$ cat src/sv/alawpf_pkg.sv
package alawpf_pkg;

	// default sizes
	localparam int RING_DEPTH_DEF  = 1024;
	localparam int SAMPLE_RATE_DEF = 8000;
	localparam int TICKS_PER_SEC   = 64;

	// field widths
	localparam int MODE_W = 2;
	localparam int BYTE_W = 8;
	localparam int TONE_W = 13;
	localparam int SAMP_W = 16;
	localparam int CLICK_W = 12;
	localparam int HOLD_W = 8;
	localparam int CFG_DATA_W = 12;
	localparam int CFG_IDX_W = 2;

	// item kinds
	localparam logic [MODE_W-1:0] MODE_PUSH = 2'd0;
	localparam logic [MODE_W-1:0] MODE_TICK = 2'd1;
	localparam logic [MODE_W-1:0] MODE_EDGE = 2'd2;
	localparam logic [MODE_W-1:0] MODE_READ = 2'd3;

	// register indexes
	localparam logic [CFG_IDX_W-1:0] CFG_SPEAKER_ENABLED  = 2'd0;
	localparam logic [CFG_IDX_W-1:0] CFG_CLICK_TONE_HZ    = 2'd1;
	localparam logic [CFG_IDX_W-1:0] CFG_CLICK_HOLD_TICKS = 2'd2;

	// register reset values
	localparam logic               SPEAKER_RST = 1'b1;
	localparam logic [CLICK_W-1:0] CLICK_RST   = 12'd1000;
	localparam logic [HOLD_W-1:0]  HOLD_RST    = 8'd2;

	// a-law and tone constants
	localparam logic [BYTE_W-1:0] ALAW_XOR  = 8'h55;
	localparam logic [BYTE_W-1:0] ALAW_SEG  = 8'h70;
	localparam logic [BYTE_W-1:0] ALAW_LOW  = 8'h0f;
	localparam logic [BYTE_W-1:0] ALAW_BASE = 8'h10;
	localparam logic [BYTE_W-1:0] ALAW_SIGN = 8'h80;
	localparam logic [SAMP_W-1:0] TONE_HIGH = 16'h2000;
	localparam logic [SAMP_W-1:0] TONE_LOW  = 16'he000;

	typedef struct packed {
		logic [MODE_W-1:0] mode;
		logic [BYTE_W-1:0] alaw_byte;
		logic              buzzer_active;
		logic [TONE_W-1:0] tone_hz;
	} in_item_t;

	typedef struct packed {
		logic signed [SAMP_W-1:0] sample;
		logic                     sample_present;
	} out_item_t;

	typedef struct packed {
		logic               speaker_enabled;
		logic [CLICK_W-1:0] click_tone_hz;
		logic [HOLD_W-1:0]  click_hold_ticks;
	} cfg_t;

	// classified command handed from front to back
	typedef struct packed {
		logic [MODE_W-1:0] kind;
		logic [SAMP_W-1:0] pcm;
		logic              active;
		logic [TONE_W-1:0] tone;
	} cmd_t;

	// expand, sign and scale by 8
	function automatic logic [SAMP_W-1:0] alaw_to_pcm(input logic [BYTE_W-1:0] b);
		logic [BYTE_W-1:0] d;
		logic [2:0]        seg;
		logic [2:0]        sh;
		logic [4:0]        m5;
		logic [SAMP_W-1:0] mag;
		d = b ^ ALAW_XOR;
		seg = 3'((d & ALAW_SEG) >> 4);
		if (seg != 3'd0) begin
			m5 = 5'((ALAW_BASE | (d & ALAW_LOW)));
			sh = seg - 3'd1;
		end else begin
			m5 = 5'(d & ALAW_LOW);
			sh = 3'd0;
		end
		mag = SAMP_W'({m5, 1'b1}) << sh;
		mag = mag << 3;
		if ((d & ALAW_SIGN) != '0)
			return SAMP_W'(0) - mag;
		return mag;
	endfunction

endpackage

$ cat src/sv/alawpf_front.sv
module alawpf_front import alawpf_pkg::*; (
	input  logic     clk,
	input  logic     arst_n,
	input  logic     in_valid,
	output logic     in_stall,
	input  in_item_t in_item,
	output logic     cmd_valid,
	output cmd_t     cmd,
	input  logic     cmd_pop
);

	// two-entry queue between front and back
	cmd_t       entry_q [2];
	logic       wr_ptr_q;
	logic       rd_ptr_q;
	logic [1:0] count_q;
	logic       push;
	cmd_t       cls;

	always_comb begin
		cls.kind   = in_item.mode;
		cls.pcm    = alaw_to_pcm(in_item.alaw_byte);
		cls.active = in_item.buzzer_active;
		cls.tone   = in_item.tone_hz;
	end

	assign in_stall  = (count_q == 2'd2);
	assign push      = in_valid && !in_stall;
	assign cmd_valid = (count_q != 2'd0);
	assign cmd       = entry_q[rd_ptr_q];

	always_ff @(posedge clk) begin
		if (push)
			entry_q[wr_ptr_q] <= cls;
	end

	always_ff @(posedge clk or negedge arst_n) begin
		if (!arst_n) begin
			wr_ptr_q <= 1'b0;
			rd_ptr_q <= 1'b0;
			count_q  <= 2'd0;
		end else begin
			if (push)
				wr_ptr_q <= !wr_ptr_q;
			if (cmd_pop)
				rd_ptr_q <= !rd_ptr_q;
			unique case ({push, cmd_pop})
				2'b10:   count_q <= count_q + 2'd1;
				2'b01:   count_q <= count_q - 2'd1;
				default: count_q <= count_q;
			endcase
		end
	end

endmodule

$ cat config.mk
export PLATFORM = sky130hd
export DESIGN_NAME = alawpf_front
export DESIGN_NICKNAME = d
export VERILOG_FILES = /design/src/sv/alawpf_pkg.sv /design/src/sv/alawpf_front.sv
export SDC_FILE = /design/constraint.sdc
export NUM_CORES = 1
export LEC_CHECK = 0
export ABC_CLOCK_PERIOD_IN_PS = 5800
export BUFFER_PORTS_ARGS = -buffer_cell sky130_fd_sc_hd__buf_2
export CORE_MARGIN = 5
export CORE_UTILIZATION = 25
export DETAILED_ROUTE_END_ITERATION = 10
export RECOVER_POWER = 100
export SYNTH_ARGS = -nofsm -noshare
export SYNTH_HDL_FRONTEND = slang
export SYNTH_SLANG_ARGS = --single-unit
$ cat constraint.sdc
create_clock -name clk -period 5.8 [get_ports clk]
set_input_delay 1.16 -clock clk [delete_from_list [all_inputs] [get_ports clk]]
set_output_delay 1.16 -clock clk [all_outputs]
set_load 0.1 [all_outputs]
# Word level (Yosys, flattened, before mapping)
# Memories as Yosys holds them, arrays and structs flattened.
# Cells that the tools add are included.
# Widths: inputs -> output; s select.
[classes]
add_sub_neg = 4
n_mul = 0
div_mod_pow = 0
magnitude_cmp = 0
eq_ne = 3
n_shift = 1
mux = 8
n_bitwise = 1
n_reduce_logical = 7
[op_table]
columns = ["operator", "count"]
rows = [
  ["$mux 16", 2],
  ["$sub 1x16->16 const A", 1],
  ["$shl 6x3->13", 1],
  ["$mux 5", 1],
  ["$eq 2x2->1 const B", 2],
  ["$not 4->4", 1],
  ["$pmux 2 s2", 1],
  ["$reduce_bool 2->1", 2],
  ["$logic_not 1->1", 3],
  ["$mux 1", 3],
  ["$mux 3", 1],
  ["$reduce_bool 3->1", 1],
  ["$sub 3x1->3 const B", 1],
  ["$add 2x1->2 const B", 1],
  ["$eq 2x1->1 const B", 1],
  ["$sub 2x1->2 const B", 1],
  ["$logic_and 1x1->1", 1],
]
[totals]
reg_bits = 4
latchBits = 0
ramBits = 64
rom_bits = 0
input_bits = 28
output_inout_bits = 34
elab_cells = 28
n_memories = 1
[memory_table]
columns = ["name", "depth", "width", "rd", "rd_clocked_by_memory_dff", "wr", "line_no", "source"]
rows = [
  ["entry_q", 2, 32, 1, 0, 1, "alawpf_front.sv:13", "cmd_t entry_q [2];"],
]

# Depth between registers and ports, before layout
[logic_depth]
ltp_word = 7
mapped_depth = 8
mapped_depth_nobuf = 6

# Worst setup path after synthesis
# OpenSTA, ideal clock, no wires.
[synth_timing]
kind = "input -> register"
from = "in in_valid"
to = "mem entry_q[0][0] (netlist name) (enable)"
setup_ns = 0.415
t_arrival_ns = 2.484
required_time_ns = 5.385
path_slack_ns = 2.901
path_stages = 2
n_path_buf = 0
cell_sequence = "nand2_1 > nor2_1"
[synth_via]
elab_chain_len = 3
[synth_rtl]
columns = ["item", "line_no", "source"]
rows = [
  ["from (decl)", "alawpf_front.sv:4", "input logic in_valid,"],
  ["$logic_and 1x1->1", "alawpf_front.sv:28", "assign push = in_valid && !in_stall;"],
  ["$mux 1", "alawpf_front.sv:33", "if (push)"],
  ["$mux 1 (implied by the code)", "alawpf_front.sv:34", "entry_q[wr_ptr_q] <= cls;"],
  ["to (decl)", "alawpf_front.sv:13", ""],
]
# Every way passes these cells.

==> run summary <==
largest net degree at the start of global routing - 30
antenna diode count - 0
CP max stage cell - clkbuf_1
first-pass GRT wire length - 9200 um
initial core utilization - 0.255
actual slew at the worst max-slew pin - 1.78 ns
setup violation total in the final timing report - 0
WL/cell - 14.0 um
WL final - 5700 um
CTS max path bufs - 2
Final nets - 288
Rel. slew slack - -0.189
Vias/cell - 4.25
#FFs+latches synth - 62
via count - 1727
# IOs - 62
Post-synth EDFFs - 58
max-slew violations - 60
failing checks - max-capacitance violations, max-slew violations
CP max FO - 20
FILL cells - 1216
cell family with most CP delay - buffers and inverters
Die ar. - 0.0139 mm2
max layer used - met4
global route overflow - 0
PortBufs - 58
Fin Setup TNS - 0 ns
Req. time, crit path - 4.64 ns
Final WS setup - 1.53 ns
Startpoint Class - register
clk sinks - 62
Post-DRT Antenna Nets - 0
crit-path cells - clkbuf_1 -> mux2_2 -> clkbuf_1
Arr. time, crit path - 3.11 ns
buffers and inverters on the worst path - 2
synthesized area - 0.00292 mm2
fin crit share - 0.735
DRT iter0 DRCs - 149
die height - 118 um
count of cell types in the netlist - 41
Post-route DRC - 0
fraction of layout cells with a size suffix above 1 - 0.232
fmax - 0.234 GHz
status - finished, violations left
postcts setup bufs - 0
met3 wire len - 305 um
Worst path max stage delay - 0.94 ns
sequential fraction of the synthesis area - 0.631
CTS Buf Count - 9
Hold Buf Count CTS - 0
hold slack - 0.516 ns
Die X - 118 um
clk slew on worst S/H paths - 0.05 ns
DP HPWL - 3950 um
Final Hold Viols - 0
Main synth FF type - edfxtp_1
Crit. End Element - output port
Synth Instances - 199
Clock Latency Late Sink - 0.32 ns
CTS tree - done
multi-input logic area - 918 um2
Min-Delay Path Class - register to register
Reg area - 0.00184 mm2
synth warn - 0
vias in the first global route - 1779
H-tree depth - 3
Met2 Routed Length - 2680 um
fin util - 0.307
dpl ws - 2.89 ns
GRT Overall Usage - 0.0848
kind of critical path - register to output port
area grow syn2layout - 20.1%
M1 wire length - 2620 um
Avg Cell Area, Syn - 14.7 um2
DRT Pass-1 Iters - 3
RSZ-0062 raised after global routing - no
row count - 39
post-CTS resize count - 0
r2r setup slk - 3.31 ns
Most common cell on crit path - clkbuf_1
final worst path period need - 4.27 ns
MaxCap Viol Count - 2
core area - 0.0114 mm2
Root Buffer - clkbuf_16
async set-reset flop share out of synthesis - 0.0645
GPL Wtd Cong - 0.778
Setup Skew - 0.00471 ns
initial antenna violation count - 0
[metrics by stage]
step / std cells / area (um2)
floorplan: 201 / 2920
global placement: 390 / 3300
detailed placement: 390 / 3300
CTS: 406 / 3610
global route: 406 / 3500
finish: 406 / 3500
[final cells by class]
| cell class | instances | share of cell area |
|---|---|---|
| well taps | 143 | 0.0511 |
| repair buffers | 61 | 0.0704 |
| flip-flops and latches | 62 | 0.526 |
| inverters | 3 | 0.00321 |
| clock inverters | 5 | 0.0211 |
| multi-input cells | 121 | 0.262 |
| clock buffers | 11 | 0.0664 |
[routing by layer]
layer / global-route usage / vias up
met1: 0.101 / 830
met3: 0.0303 / 8
li1: - / 845
met2: 0.133 / 44
met4: 0.0452 / 0
met5: 0 / -
[sequential cells by signal, indices dropped and copies added (netlist names)]
register  flops
entry_q      58
wr_ptr_q      1
count_q       2
rd_ptr_q      1
[worst register-to-register path, delay by kind of cell (launching register included)]
kind	cells	cell delay (ns)
buffers and inverters	1	1.28
DFF	1	0.40
and+or+nand+nor	3	0.40
[final timing paths]
| kind | startpoint | endpoint | cells after the start |
|---|---|---|---|
| worst max-delay path | rd_ptr_q | cmd[27] | 3 |
| worst min-delay path | count_q[1] | count_q[1] | 1 |
| worst max register to register | count_q[0] | entry_q[0][26] | 4 |
| worst min register to register | count_q[1] | count_q[1] | 1 |
| max in group asynchronous | arst_n | count_q[0] | 1 |
| min in group asynchronous | arst_n | rd_ptr_q | 1 |
[cells in the mapped netlist, drive strengths merged, types with 2 or more instances]
cell | number | share of area
o21ai | 11 | 0.019
edfxtp | 58 | 0.60
nor2b | 6 | 0.018
mux2 | 29 | 0.11
a22oi | 2 | 0.0051
nor2 | 12 | 0.016
and2 | 3 | 0.0064
nand2 | 8 | 0.010
dfrtp | 4 | 0.034
xnor2 | 6 | 0.018
buf | 14 | 0.039
o22ai | 2 | 0.0043
inv | 3 | 0.0039
xor2 | 6 | 0.018
nand2b | 6 | 0.013
mux2i | 3 | 0.010
ha | 2 | 0.0086
a21oi | 6 | 0.010
[placed cells by master, fill, tap and decap left out, types with 3 or more instances in the layout]
cell	n
a21oi_1	6
and2_1	3
buf_2	14
clkbuf_1	49
clkbuf_16	9
conb_1	3
dfrtp_1	4
edfxtp_1	58
inv_1	3
mux2_2	29
mux2i_1	3
nand2_1	8
nand2b_1	6
nor2_1	10
nor2b_1	5
o21ai_0	8
o21ai_1	3
xnor2_1	6
xor2_1	6
[logic make-up (layout without fill, tap and decap cells)]
logic type	after synthesis	count (layout)	synth area share
flip-flops	62	62	0.631
AND/OR/NAND/NOR	43	43	0.0837
multiplexers	32	32	0.122
AO/OA/AOI/OAI	29	29	0.0725
buffers and inverters	18	80	0.0442
XOR/XNOR	12	12	0.0360
adder cells (fa/ha/maj)	2	2	0.00858
other	1	3	0.00129
Power is left out: the tool's default activity adds up to more than one toggle a clock period on the data nets, which glitch-free logic cannot reach.
